`src/rtl/core/krt_pkg.sv`:
```
// Package for the kana reading to UTF-8 transcoder.
// Holds the command and result codes, byte constants and the job record.
// No dependencies.
`default_nettype none

package krt_pkg;

  typedef enum logic {
    CMD_TEXT   = 1'b0,
    CMD_FINISH = 1'b1
  } cmd_e;

  typedef enum logic {
    KIND_BYTE    = 1'b0,
    KIND_SUMMARY = 1'b1
  } kind_e;

  localparam logic [7:0] UTF8_LEAD2  = 8'hC0;
  localparam logic [7:0] UTF8_LEAD3  = 8'hE0;
  localparam logic [7:0] UTF8_CONT   = 8'h80;
  localparam logic [5:0] UTF8_MASK6  = 6'h3F;
  localparam logic [7:0] CHAR_HASH   = 8'h23;
  localparam logic [7:0] CHAR_QMARK  = 8'h3F;
  localparam logic [7:0] CHAR_RBRACK = 8'h5D;
  localparam logic [7:0] CHAR_EXCL   = 8'h21;
  localparam logic [7:0] CHAR_DOT    = 8'h2E;
  localparam logic [7:0] CHAR_TILDE  = 8'h7E;
  localparam logic [15:0] KATA_SHIFT = 16'h0060;
  localparam logic [15:0] COUNT_MAX  = 16'hFFFF;

  // One queued job: up to four bytes, or one summary. bytes[0] goes out first.
  typedef struct packed {
    kind_e           kind;
    logic [1:0]      nlast;
    logic [3:0][7:0] bytes;
    logic            nonempty;
    logic [15:0]     skipped;
  } job_t;

endpackage

`default_nettype wire

```
`src/rtl/core/krt_in_if.sv`:
```
// Input channel of the transcoder: valid/ready plus command and code point.
// Depends on nothing.
`default_nettype none

interface krt_in_if;
  logic        valid;
  logic        ready;
  logic        cmd;
  logic [20:0] code_point;

  modport source (output valid, cmd, code_point, input ready);
  modport sink   (input valid, cmd, code_point, output ready);
endinterface

`default_nettype wire

```
`src/rtl/core/krt_out_if.sv`:
```
// Output channel of the transcoder: valid/ready plus one result beat.
// Depends on nothing.
`default_nettype none

interface krt_out_if;
  logic        valid;
  logic        ready;
  logic        kind;
  logic [7:0]  out_byte;
  logic        last;
  logic        nonempty;
  logic [15:0] skipped_count;

  modport source (output valid, kind, out_byte, last, nonempty, skipped_count, input ready);
  modport sink   (input valid, kind, out_byte, last, nonempty, skipped_count, output ready);
endinterface

`default_nettype wire

```
`src/rtl/core/kana_reading_to_utf8_transcoder.sv`:
```
// Kana reading to UTF-8 transcoder, top level.
// Channels: in_ch_i takes one item per beat (cmd = text with a code point, or
// finish); out_ch_o gives one beat per UTF-8 byte, or one summary beat for a
// finish, with last set on the final beat caused by an item.
// An item with no output (skipped, dropped, boundary) is absorbed silently.
// With the output side idle, a taken item is first written into the job queue,
// then loaded into the byte sender, whose register drives the first beat.
// Throughput: one input item per cycle while the job queue has room; the output
// runs at one beat per cycle while the receiver is ready and jobs wait, and an
// item has 1 to 4 beats (a pending '#' plus up to three bytes). The back end's
// single byte lane sets the sustained rate.
// The classifier and the byte sender are decoupled by a QUEUE_DEPTH job queue:
// when the receiver stalls the sender holds its beat and the classifier keeps
// taking items until the queue fills, then drops its ready.
// Reset clears the text state, the skip tally, the queue and the sender.
// Depends on krt_pkg, krt_in_if, krt_out_if, krt_front, krt_queue, krt_back.
`default_nettype none

module kana_reading_to_utf8_transcoder import krt_pkg::*; #(
  parameter int unsigned SKIP_COUNT_BITS = 16,
  parameter int unsigned QUEUE_DEPTH     = 2
) (
  input  wire logic clk_i,
  input  wire logic rst_ni,
  krt_in_if.sink    in_ch_i,
  krt_out_if.source out_ch_o
);

  job_t push_job, head_job;
  logic push, push_ready, pop, head_valid;

  krt_front #(
    .SKIP_COUNT_BITS(SKIP_COUNT_BITS)
  ) u_front (
    .clk_i       (clk_i),
    .rst_ni      (rst_ni),
    .in_ch_i     (in_ch_i),
    .job_o       (push_job),
    .push_o      (push),
    .push_ready_i(push_ready)
  );

  krt_queue #(
    .DEPTH(QUEUE_DEPTH)
  ) u_queue (
    .clk_i       (clk_i),
    .rst_ni      (rst_ni),
    .push_i      (push),
    .push_job_i  (push_job),
    .push_ready_o(push_ready),
    .pop_i       (pop),
    .head_o      (head_job),
    .head_valid_o(head_valid)
  );

  krt_back u_back (
    .clk_i       (clk_i),
    .rst_ni      (rst_ni),
    .head_i      (head_job),
    .head_valid_i(head_valid),
    .pop_o       (pop),
    .out_ch_o    (out_ch_o)
  );

`ifndef SYNTH
  a_summary_last : assert property (@(posedge clk_i) disable iff (!rst_ni)
    out_ch_o.valid && (out_ch_o.kind == KIND_SUMMARY) |-> out_ch_o.last &&
    (out_ch_o.out_byte == 8'h00))
    else $error("summary beat not single and clean");

  a_byte_fields : assert property (@(posedge clk_i) disable iff (!rst_ni)
    out_ch_o.valid && (out_ch_o.kind == KIND_BYTE) |->
    !out_ch_o.nonempty && (out_ch_o.skipped_count == 16'h0000))
    else $error("byte beat carries summary fields");

  a_pop_has_job : assert property (@(posedge clk_i) disable iff (!rst_ni)
    pop |-> head_valid)
    else $error("sender took a job from an empty queue");
`endif

endmodule

`default_nettype wire

```
`src/rtl/core/krt_front.sv`:
```
// Front end: accepts code points, classifies them, tracks text state and
// builds one job per item that has results. Depends on krt_pkg, krt_in_if.
`default_nettype none

module krt_front import krt_pkg::*; #(
  parameter int unsigned SKIP_COUNT_BITS = 16
) (
  input  wire logic clk_i,
  input  wire logic rst_ni,
  krt_in_if.sink    in_ch_i,
  output job_t      job_o,
  output logic      push_o,
  input  wire logic push_ready_i
);

  logic                       wrote_any_q, wrote_any_d;
  logic                       bnd_pend_q, bnd_pend_d;
  logic                       q_open_q, q_open_d;
  logic [SKIP_COUNT_BITS-1:0] tally_q, tally_d;

  logic                        accept;
  logic [15:0]                 cp16;
  logic [15:0]                 kata16;
  logic [7:0]                  sfx;
  logic [2:0][7:0]             dat;
  logic [1:0]                  ndat;
  logic                        add_hash;
  logic [SKIP_COUNT_BITS+15:0] tally_ext;
  logic [15:0]                 tally_sat;

  assign accept          = in_ch_i.valid && in_ch_i.ready;
  assign in_ch_i.ready   = push_ready_i;
  assign cp16            = in_ch_i.code_point[15:0];
  assign kata16          = cp16 - KATA_SHIFT;
  assign tally_ext       = {16'h0000, tally_q};
  assign tally_sat       = (|tally_ext[SKIP_COUNT_BITS+15:16]) ? COUNT_MAX : tally_ext[15:0];

  always_comb begin
    case (in_ch_i.code_point) inside
      21'h000021, 21'h00FF01: sfx = CHAR_EXCL;
      21'h00002E, 21'h00FF0E: sfx = CHAR_DOT;
      21'h00007E, 21'h00FF5E: sfx = CHAR_TILDE;
      default:                sfx = 8'h00;
    endcase
  end

  always_comb begin
    dat         = '0;
    ndat        = 2'd0;
    wrote_any_d = wrote_any_q;
    bnd_pend_d  = bnd_pend_q;
    q_open_d    = 1'b0;
    tally_d     = tally_q;
    add_hash    = 1'b0;
    job_o       = '0;

    if (in_ch_i.cmd == CMD_FINISH) begin
      job_o.kind     = KIND_SUMMARY;
      job_o.nonempty = wrote_any_q;
      job_o.skipped  = tally_sat;
      wrote_any_d    = 1'b0;
      bnd_pend_d     = 1'b0;
      tally_d        = '0;
    end else begin
      if (q_open_q && (sfx != 8'h00)) begin
        dat[0] = sfx;
        ndat   = 2'd1;
      end else begin
        case (in_ch_i.code_point) inside
          [21'h003041:21'h003096], 21'h0030FC: begin
            dat[0] = UTF8_LEAD3 | {4'h0, cp16[15:12]};
            dat[1] = UTF8_CONT | {2'b00, cp16[11:6]};
            dat[2] = UTF8_CONT | {2'b00, cp16[5:0] & UTF8_MASK6};
            ndat   = 2'd3;
          end
          [21'h0030A1:21'h0030F6]: begin
            dat[0] = UTF8_LEAD3 | {4'h0, kata16[15:12]};
            dat[1] = UTF8_CONT | {2'b00, kata16[11:6]};
            dat[2] = UTF8_CONT | {2'b00, kata16[5:0] & UTF8_MASK6};
            ndat   = 2'd3;
          end
          21'h000027, 21'h002019: begin
            dat[0] = CHAR_RBRACK;
            ndat   = 2'd1;
          end
          21'h00002F, 21'h003001, 21'h003002, 21'h00FF0C, 21'h00002C, 21'h00FF0E,
          21'h00002E, 21'h000023, 21'h000020, 21'h003000, 21'h00000A, 21'h00000D,
          21'h000009: begin
            if (wrote_any_q) bnd_pend_d = 1'b1;
          end
          21'h00003F, 21'h00FF1F: begin
            dat[0]   = CHAR_QMARK;
            ndat     = 2'd1;
            q_open_d = 1'b1;
          end
          21'h000021, 21'h00FF01: begin
            ndat = 2'd0;
          end
          21'h0000B0: begin
            dat[0] = UTF8_LEAD2 | {2'b00, cp16[11:6]};
            dat[1] = UTF8_CONT | {2'b00, cp16[5:0] & UTF8_MASK6};
            ndat   = 2'd2;
          end
          21'h00005B, 21'h00005D, 21'h00005F, 21'h00005E, 21'h000024: begin
            dat[0] = cp16[7:0];
            ndat   = 2'd1;
          end
          default: begin
            if (tally_q != '1) tally_d = tally_q + 1'b1;
          end
        endcase
      end

      if (ndat != 2'd0) begin
        add_hash    = bnd_pend_q && wrote_any_q;
        bnd_pend_d  = 1'b0;
        wrote_any_d = 1'b1;
      end

      job_o.kind = KIND_BYTE;
      if (add_hash) begin
        job_o.bytes = {dat[2], dat[1], dat[0], CHAR_HASH};
        job_o.nlast = ndat;
      end else begin
        job_o.bytes = {8'h00, dat[2], dat[1], dat[0]};
        job_o.nlast = ndat - 2'd1;
      end
    end
  end

  assign push_o = accept && ((in_ch_i.cmd == CMD_FINISH) || (ndat != 2'd0));

  always_ff @(posedge clk_i or negedge rst_ni) begin
    if (!rst_ni) begin
      wrote_any_q <= 1'b0;
      bnd_pend_q  <= 1'b0;
      q_open_q    <= 1'b0;
      tally_q     <= '0;
    end else if (accept) begin
      wrote_any_q <= wrote_any_d;
      bnd_pend_q  <= bnd_pend_d;
      q_open_q    <= q_open_d;
      tally_q     <= tally_d;
    end
  end

endmodule

`default_nettype wire

```
`src/rtl/core/krt_queue.sv`:
```
// Short job queue between front and back end, in flip-flops.
// Depends on krt_pkg.
`default_nettype none

module krt_queue import krt_pkg::*; #(
  parameter int unsigned DEPTH = 2
) (
  input  wire logic clk_i,
  input  wire logic rst_ni,
  input  wire logic push_i,
  input  wire job_t push_job_i,
  output logic      push_ready_o,
  input  wire logic pop_i,
  output job_t      head_o,
  output logic      head_valid_o
);

  localparam int unsigned PW = (DEPTH > 1) ? $clog2(DEPTH) : 1;
  localparam int unsigned CW = $clog2(DEPTH + 1);

  job_t          mem_q [DEPTH];
  logic [PW-1:0] wr_ptr_q, rd_ptr_q;
  logic [CW-1:0] cnt_q;
  logic          do_push, do_pop;

  assign push_ready_o = cnt_q != CW'(DEPTH);
  assign head_valid_o = cnt_q != '0;
  assign head_o       = mem_q[rd_ptr_q];
  assign do_push      = push_i && push_ready_o;
  assign do_pop       = pop_i && head_valid_o;

  always_ff @(posedge clk_i) begin
    if (do_push) mem_q[wr_ptr_q] <= push_job_i;
  end

  always_ff @(posedge clk_i or negedge rst_ni) begin
    if (!rst_ni) begin
      wr_ptr_q <= '0;
      rd_ptr_q <= '0;
      cnt_q    <= '0;
    end else begin
      if (do_push) begin
        wr_ptr_q <= (wr_ptr_q == PW'(DEPTH - 1)) ? '0 : wr_ptr_q + 1'b1;
      end
      if (do_pop) begin
        rd_ptr_q <= (rd_ptr_q == PW'(DEPTH - 1)) ? '0 : rd_ptr_q + 1'b1;
      end
      if (do_push && !do_pop) begin
        cnt_q <= cnt_q + 1'b1;
      end else if (do_pop && !do_push) begin
        cnt_q <= cnt_q - 1'b1;
      end
    end
  end

endmodule

`default_nettype wire

```
`src/rtl/core/krt_back.sv`:
```
// Back end: takes jobs from the queue and sends their bytes one beat at a time.
// Depends on krt_pkg, krt_out_if.
`default_nettype none

module krt_back import krt_pkg::*; (
  input  wire logic clk_i,
  input  wire logic rst_ni,
  input  wire job_t head_i,
  input  wire logic head_valid_i,
  output logic      pop_o,
  krt_out_if.source out_ch_o
);

  job_t       cur_q;
  logic       busy_q;
  logic [1:0] idx_q;
  logic       fire, at_last;

  assign at_last = idx_q == cur_q.nlast;
  assign fire    = busy_q && out_ch_o.ready;
  // reload when idle or while the final beat of the current job leaves
  assign pop_o   = head_valid_i && (!busy_q || (fire && at_last));

  assign out_ch_o.valid         = busy_q;
  assign out_ch_o.kind          = cur_q.kind;
  assign out_ch_o.out_byte      = cur_q.bytes[idx_q];
  assign out_ch_o.last          = at_last;
  assign out_ch_o.nonempty      = cur_q.nonempty;
  assign out_ch_o.skipped_count = cur_q.skipped;

  always_ff @(posedge clk_i) begin
    if (pop_o) cur_q <= head_i;
  end

  always_ff @(posedge clk_i or negedge rst_ni) begin
    if (!rst_ni) begin
      busy_q <= 1'b0;
      idx_q  <= 2'd0;
    end else if (pop_o) begin
      busy_q <= 1'b1;
      idx_q  <= 2'd0;
    end else if (fire) begin
      if (at_last) begin
        busy_q <= 1'b0;
        idx_q  <= 2'd0;
      end else begin
        idx_q <= idx_q + 2'd1;
      end
    end
  end

endmodule

`default_nettype wire
```
`src/flat_wrapper.sv`:
```
// flat-port wrapper written by rule: the top's interface ports become plain ports
module kana_reading_to_utf8_transcoder_flat import krt_pkg::*;
#(
  parameter int unsigned SKIP_COUNT_BITS = 16,
  parameter int unsigned QUEUE_DEPTH     = 2
)
  (clk_i, rst_ni, in_ch_i_valid, in_ch_i_cmd, in_ch_i_code_point, in_ch_i_ready, out_ch_o_valid, out_ch_o_kind, out_ch_o_out_byte, out_ch_o_last, out_ch_o_nonempty, out_ch_o_skipped_count, out_ch_o_ready);
  krt_in_if in_ch_i_i ();
  krt_out_if out_ch_o_i ();
  input  wire logic clk_i;
  input  wire logic rst_ni;
  input wire logic [$bits(in_ch_i_i.valid)-1:0] in_ch_i_valid;
  input wire logic [$bits(in_ch_i_i.cmd)-1:0] in_ch_i_cmd;
  input wire logic [$bits(in_ch_i_i.code_point)-1:0] in_ch_i_code_point;
  output wire logic [$bits(in_ch_i_i.ready)-1:0] in_ch_i_ready;
  output wire logic [$bits(out_ch_o_i.valid)-1:0] out_ch_o_valid;
  output wire logic [$bits(out_ch_o_i.kind)-1:0] out_ch_o_kind;
  output wire logic [$bits(out_ch_o_i.out_byte)-1:0] out_ch_o_out_byte;
  output wire logic [$bits(out_ch_o_i.last)-1:0] out_ch_o_last;
  output wire logic [$bits(out_ch_o_i.nonempty)-1:0] out_ch_o_nonempty;
  output wire logic [$bits(out_ch_o_i.skipped_count)-1:0] out_ch_o_skipped_count;
  input wire logic [$bits(out_ch_o_i.ready)-1:0] out_ch_o_ready;
  assign in_ch_i_i.valid = in_ch_i_valid;
  assign in_ch_i_i.cmd = in_ch_i_cmd;
  assign in_ch_i_i.code_point = in_ch_i_code_point;
  assign in_ch_i_ready = in_ch_i_i.ready;
  assign out_ch_o_valid = out_ch_o_i.valid;
  assign out_ch_o_kind = out_ch_o_i.kind;
  assign out_ch_o_out_byte = out_ch_o_i.out_byte;
  assign out_ch_o_last = out_ch_o_i.last;
  assign out_ch_o_nonempty = out_ch_o_i.nonempty;
  assign out_ch_o_skipped_count = out_ch_o_i.skipped_count;
  assign out_ch_o_i.ready = out_ch_o_ready;
  kana_reading_to_utf8_transcoder #(.SKIP_COUNT_BITS(SKIP_COUNT_BITS), .QUEUE_DEPTH(QUEUE_DEPTH)) u_core (.clk_i(clk_i), .rst_ni(rst_ni), .in_ch_i(in_ch_i_i), .out_ch_o(out_ch_o_i));
endmodule
```
`config.mk`:
```
export PLATFORM = sky130hd
export DESIGN_NAME = kana_reading_to_utf8_transcoder_flat
export DESIGN_NICKNAME = d
export VERILOG_FILES = /design/src/rtl/core/krt_pkg.sv /design/src/rtl/core/krt_in_if.sv /design/src/rtl/core/krt_out_if.sv /design/src/rtl/core/kana_reading_to_utf8_transcoder.sv /design/src/rtl/core/krt_front.sv /design/src/rtl/core/krt_queue.sv /design/src/rtl/core/krt_back.sv /design/src/flat_wrapper.sv
export SDC_FILE = /design/constraint.sdc
export NUM_CORES = 1
export LEC_CHECK = 0
export ABC_CLOCK_PERIOD_IN_PS = 4400
export BUFFER_PORTS_ARGS = -buffer_cell sky130_fd_sc_hd__buf_2
export CAP_MARGIN = 20
export CORE_MARGIN = 2
export CORE_UTILIZATION = 61
export DETAILED_ROUTE_END_ITERATION = 12
export PLACE_DENSITY = 0.77
export SYNTH_ARGS = -nofsm -noshare
export SYNTH_HDL_FRONTEND = slang
export SYNTH_SLANG_ARGS = --single-unit
```
`constraint.sdc`:
```
create_clock -name clk_i -period 4.4 [get_ports clk_i]
set_input_delay 0.44 -clock clk_i [delete_from_list [all_inputs] [get_ports clk_i]]
set_output_delay 0.44 -clock clk_i [all_outputs]
set_load 0.03 [all_outputs]
```
==> run_results.csv <==
group,metric,value,unit
power_and_ir_drop,p_total,5.15,mW
synthesis,yosys.area_share.adder,0.0117,
power_and_ir_drop,ir_worst_vdd,0.285,mV
setup_path,cp-start-kind,"primary input",
setup_path,r2r_cells,7,
layout,synthToLayoutAreaGrowth,10.5,%
global_route,grt_antenna_before_repair,0,
sta,fin_setup_tns,0,ns
layout,antennaDiodeCount,0,
setup_path,crit_type,"in2reg",
layout,seq_area,0.00516,mm2
setup_path,cp_slowest_cell,"nor4_2",
synthesis,synth_seq_cells,176,
drt,vias_per_cell,6.31,
setup_path,cp.depth,13,
global_route,grt.total_usage,0.242,
cts,clk_pin_slew,0.06,ns
drt,dr.pass1.iters,5,
synthesis,synthFlopType,"edfxtp_1",
sta,worst_pin_slew,0.967,ns
floorplan,die_width,121,um
drt,drt-initial-drc-count,549,
layout,final_nets,686,
synthesis,synth_top_cell_area_share,0.541,
synthesis,syn-cell-area,0.00832,mm2
sta,final_hold_viol_count,0,
layout,nFillCells,908,
floorplan,die_height,121,um
synthesis,synth_simple_gate_area_share,0.150,
synthesis,synthXorXnorAreaFrac,0.00947,
cts,cts_sinks,176,
synthesis,yosys-top-cells-area,"edfxtp_1, dfrtp_1, mux2_2",
drt,drc_errors,0,
global_route,grt_pass1_wl,26800,um
floorplan,start_util,0.626,
synthesis,synth_top_family_by_area,"simple AND/OR/NAND/NOR gates",
cts,htreeDepth,4,
global_route,grt_overflow_total,0,
run,maxCapViolations,0,
global_route,grt_max_degree,52,
setup_path,worst_setup_path_end_kind,"register",
power_and_ir_drop,powerDensity,560,mW/mm2
setup_path,cp.required,4.69,ns
floorplan,io_pins,55,
synthesis,synth-edff-count,150,
placed_design,place_hpwl,11000,um
floorplan,dieArea,0.0146,mm2
layout,fin_util,0.692,
min_path,min_path_type,"in2async",
floorplan,core,0.0133,mm2
power_and_ir_drop,p_leak,3.29,nW
synthesis,seq_area_frac_synth,0.619,
synthesis,ys_warn_count,0,
setup_path,path_buf_inv,2,
placed_design,dp.cells,809,
sta,setup_viol,0,
drt,drt-wirelength-per-cell,19.2,um
sta,max_slew_margin,0.353,
placed_design,preCtsSetupSlack,0.316,ns
layout,final_layout_size_suffix_gt1_frac,0.260,
cts,post-cts-setup-buffer-count,0,
outcome,status,"finished clean",
setup_path,path_delay_family,"simple AND/OR/NAND/NOR gates",
placed_design,port_buffers,54,
floorplan,rows,42,
synthesis,synth_fp_nets,655,
sta,slew_viol_final,0,
placed_design,place_congestion,0.890,
global_route,grt_pass1_vias,5169,
cts,cts_hold_buf,0,
layout,fin_cells,842,
synthesis,synthArstFlopShare,0.148,
sta,min_period,3.73,ns
drt,antenna_left,0,
layout,multi_input_area,0.00289,mm2
cts,clockBufferDepth,2,
synthesis,synth_cells,622,
drt,routed_wl,16100,um
setup_path,cpPeakStageDelay,0.45,ns
synthesis,synthMuxAreaShare,0.0903,
setup_path,critPathMaxFanout,9,
cts,insertion_delay,0.43,ns
sta,rsz0062_at_grt,"false",
synthesis,synth.distinct_cells,74,
cts,cts_root_buffer,"clkbuf_16",
sta,clock-skew-final,0.00788,ns
sta,max_freq,0.268,GHz
synthesis,synth_compound_gate_area_share,0.0843,
drt,vias,5310,
cts,cts_buffers,17,
sta,fin_crit_sh,0.847,
synthesis,yosys.area.top_type,"edfxtp_1",
setup_path,path_cells,"buf_2 -> nor4_2 -> nand4_2 -> o22a_1 -> o21ai_0 -> a211o_1 -> nor3_1 -> ha_1 -> or2_2 -> nor2_1 -> nand2_1 -> inv_2 -> and2_1",
cts,cts_tree,"built",
setup_path,cp.arrival,4.02,ns
sta,worst_slack,0.672,ns
synthesis,avgSynthCellArea,13.4,um2
cts,cts-resized-gates,0,
[kinds of logic after synthesis]
logic type	count (synthesis)
AND/OR/NAND/NOR	216
flip-flops	176
AO/OA/AOI/OAI	98
multiplexers	60
buffers and inverters	55
XOR/XNOR	9
adder cells (fa/ha/maj)	8
[cells in the final DEF (no fill, tap or decap), types with 4 or more instances in the layout]
| master | instances |
|---|---|
| a21oi_1 | 26 |
| buf_2 | 54 |
| nor3_1 | 7 |
| o21ai_0 | 14 |
| nor2b_1 | 4 |
| mux4_2 | 7 |
| dfrtp_1 | 25 |
| nor4_1 | 4 |
| xor2_1 | 6 |
| nand2_1 | 38 |
| mux2_2 | 51 |
| or3_1 | 11 |
| nand4_1 | 15 |
| clkbuf_16 | 17 |
| and2_1 | 28 |
| o21ai_1 | 6 |
| and3_1 | 12 |
| edfxtp_1 | 150 |
| inv_1 | 6 |
| inv_6 | 5 |
| nand2b_1 | 7 |
| or2_2 | 6 |
| ha_1 | 7 |
| a22o_1 | 4 |
| nor2_1 | 36 |
| or4_1 | 11 |
| o31ai_1 | 6 |
| nand3_1 | 16 |
[area by class of cell]
class,instances,share of cell area
flip-flops and latches,176,0.561
multi-input cells,391,0.314
clock buffers,17,0.0463
repair buffers,59,0.0376
well taps,176,0.0239
clock inverters,15,0.0144
inverters,8,0.00327
[synthesized netlist by cell type (12+ instances only)]
| library cell | number |
|---|---|
| nand3_1 | 16 |
| a21oi_1 | 26 |
| clkbuf_1 | 17 |
| buf_4 | 16 |
| nand2_1 | 38 |
| and3_1 | 12 |
| and2_1 | 29 |
| mux2_2 | 51 |
| nand4_1 | 15 |
| edfxtp_1 | 150 |
| dfrtp_1 | 26 |
| o21ai_0 | 14 |
| nor2_1 | 36 |
[state kept, by name, summed over array words and instances, names as in the netlist, 2 cells and up]
| name | cells |
|---|---|
| u_core.u_back.cur_q | 32 |
| u_core.u_back.out_ch_o.skipped_count | 16 |
| u_core.u_queue.cnt_q | 2 |
| u_core.u_front.tally_q | 16 |
| u_core.u_queue.mem_q | 100 |
| u_core.u_back.idx_q | 2 |
[worst paths after layout]
check | from | to | slack (ns)
min | rst_ni | u_core.u_queue.cnt_q[0] | 0.03
min in group clk_i | out_ch_o_ready | u_core.u_back.out_ch_o.valid | 0.34
max in group asynchronous | rst_ni | u_core.u_queue.rd_ptr_q | 3.94
min reg2reg | u_core.u_front.bnd_pend_q | u_core.u_front.bnd_pend_q | 0.52
max | in_ch_i_code_point[11] | u_core.u_queue.mem_q[1][42] | 0.67
max reg2reg | u_core.u_front.q_open_q | u_core.u_queue.mem_q[1][33] | 1.91
[report_power, final]
group          switching (mW)  internal (mW)  total (mW)
combinational           0.779          0.511        1.29
clock                   0.632          0.783        1.41
sequential              0.206           2.24        2.44
total                    1.62           3.53        5.15
[worst register-to-register path: stages (launching register included)]
cell and delay (ns):
dfrtp_1 0.48, a211o_1 0.39, nor3_1 0.25, ha_1 0.24
or2_2 0.19, nand2_1 0.15, a21oi_1 0.40, a22o_1 0.24
[per-stage QoR]
step / instance area (um2) / hold WS, ns
2_1_floorplan: 8330 / 0.144
3_3_place_gp: 8620 / 0.483
3_5_place_dp: 8620 / 0.491
4_1_cts: 9180 / 0.0287
5_1_grt: 9200 / 0.0650
6_report: 9200 / 0.0258
[routing by layer]
metal  GRT usage  vias to the layer above  part of all wire  wire length, um
li1            -                     2445                 -                -
met1       0.350                     2607              0.45             7230
met2       0.362                      226              0.47             7640
met3      0.0552                       32             0.057              919
met4      0.0887                        0             0.022              355
met5           0                        -                 0                0
Power figures use the tool's default switching activity.
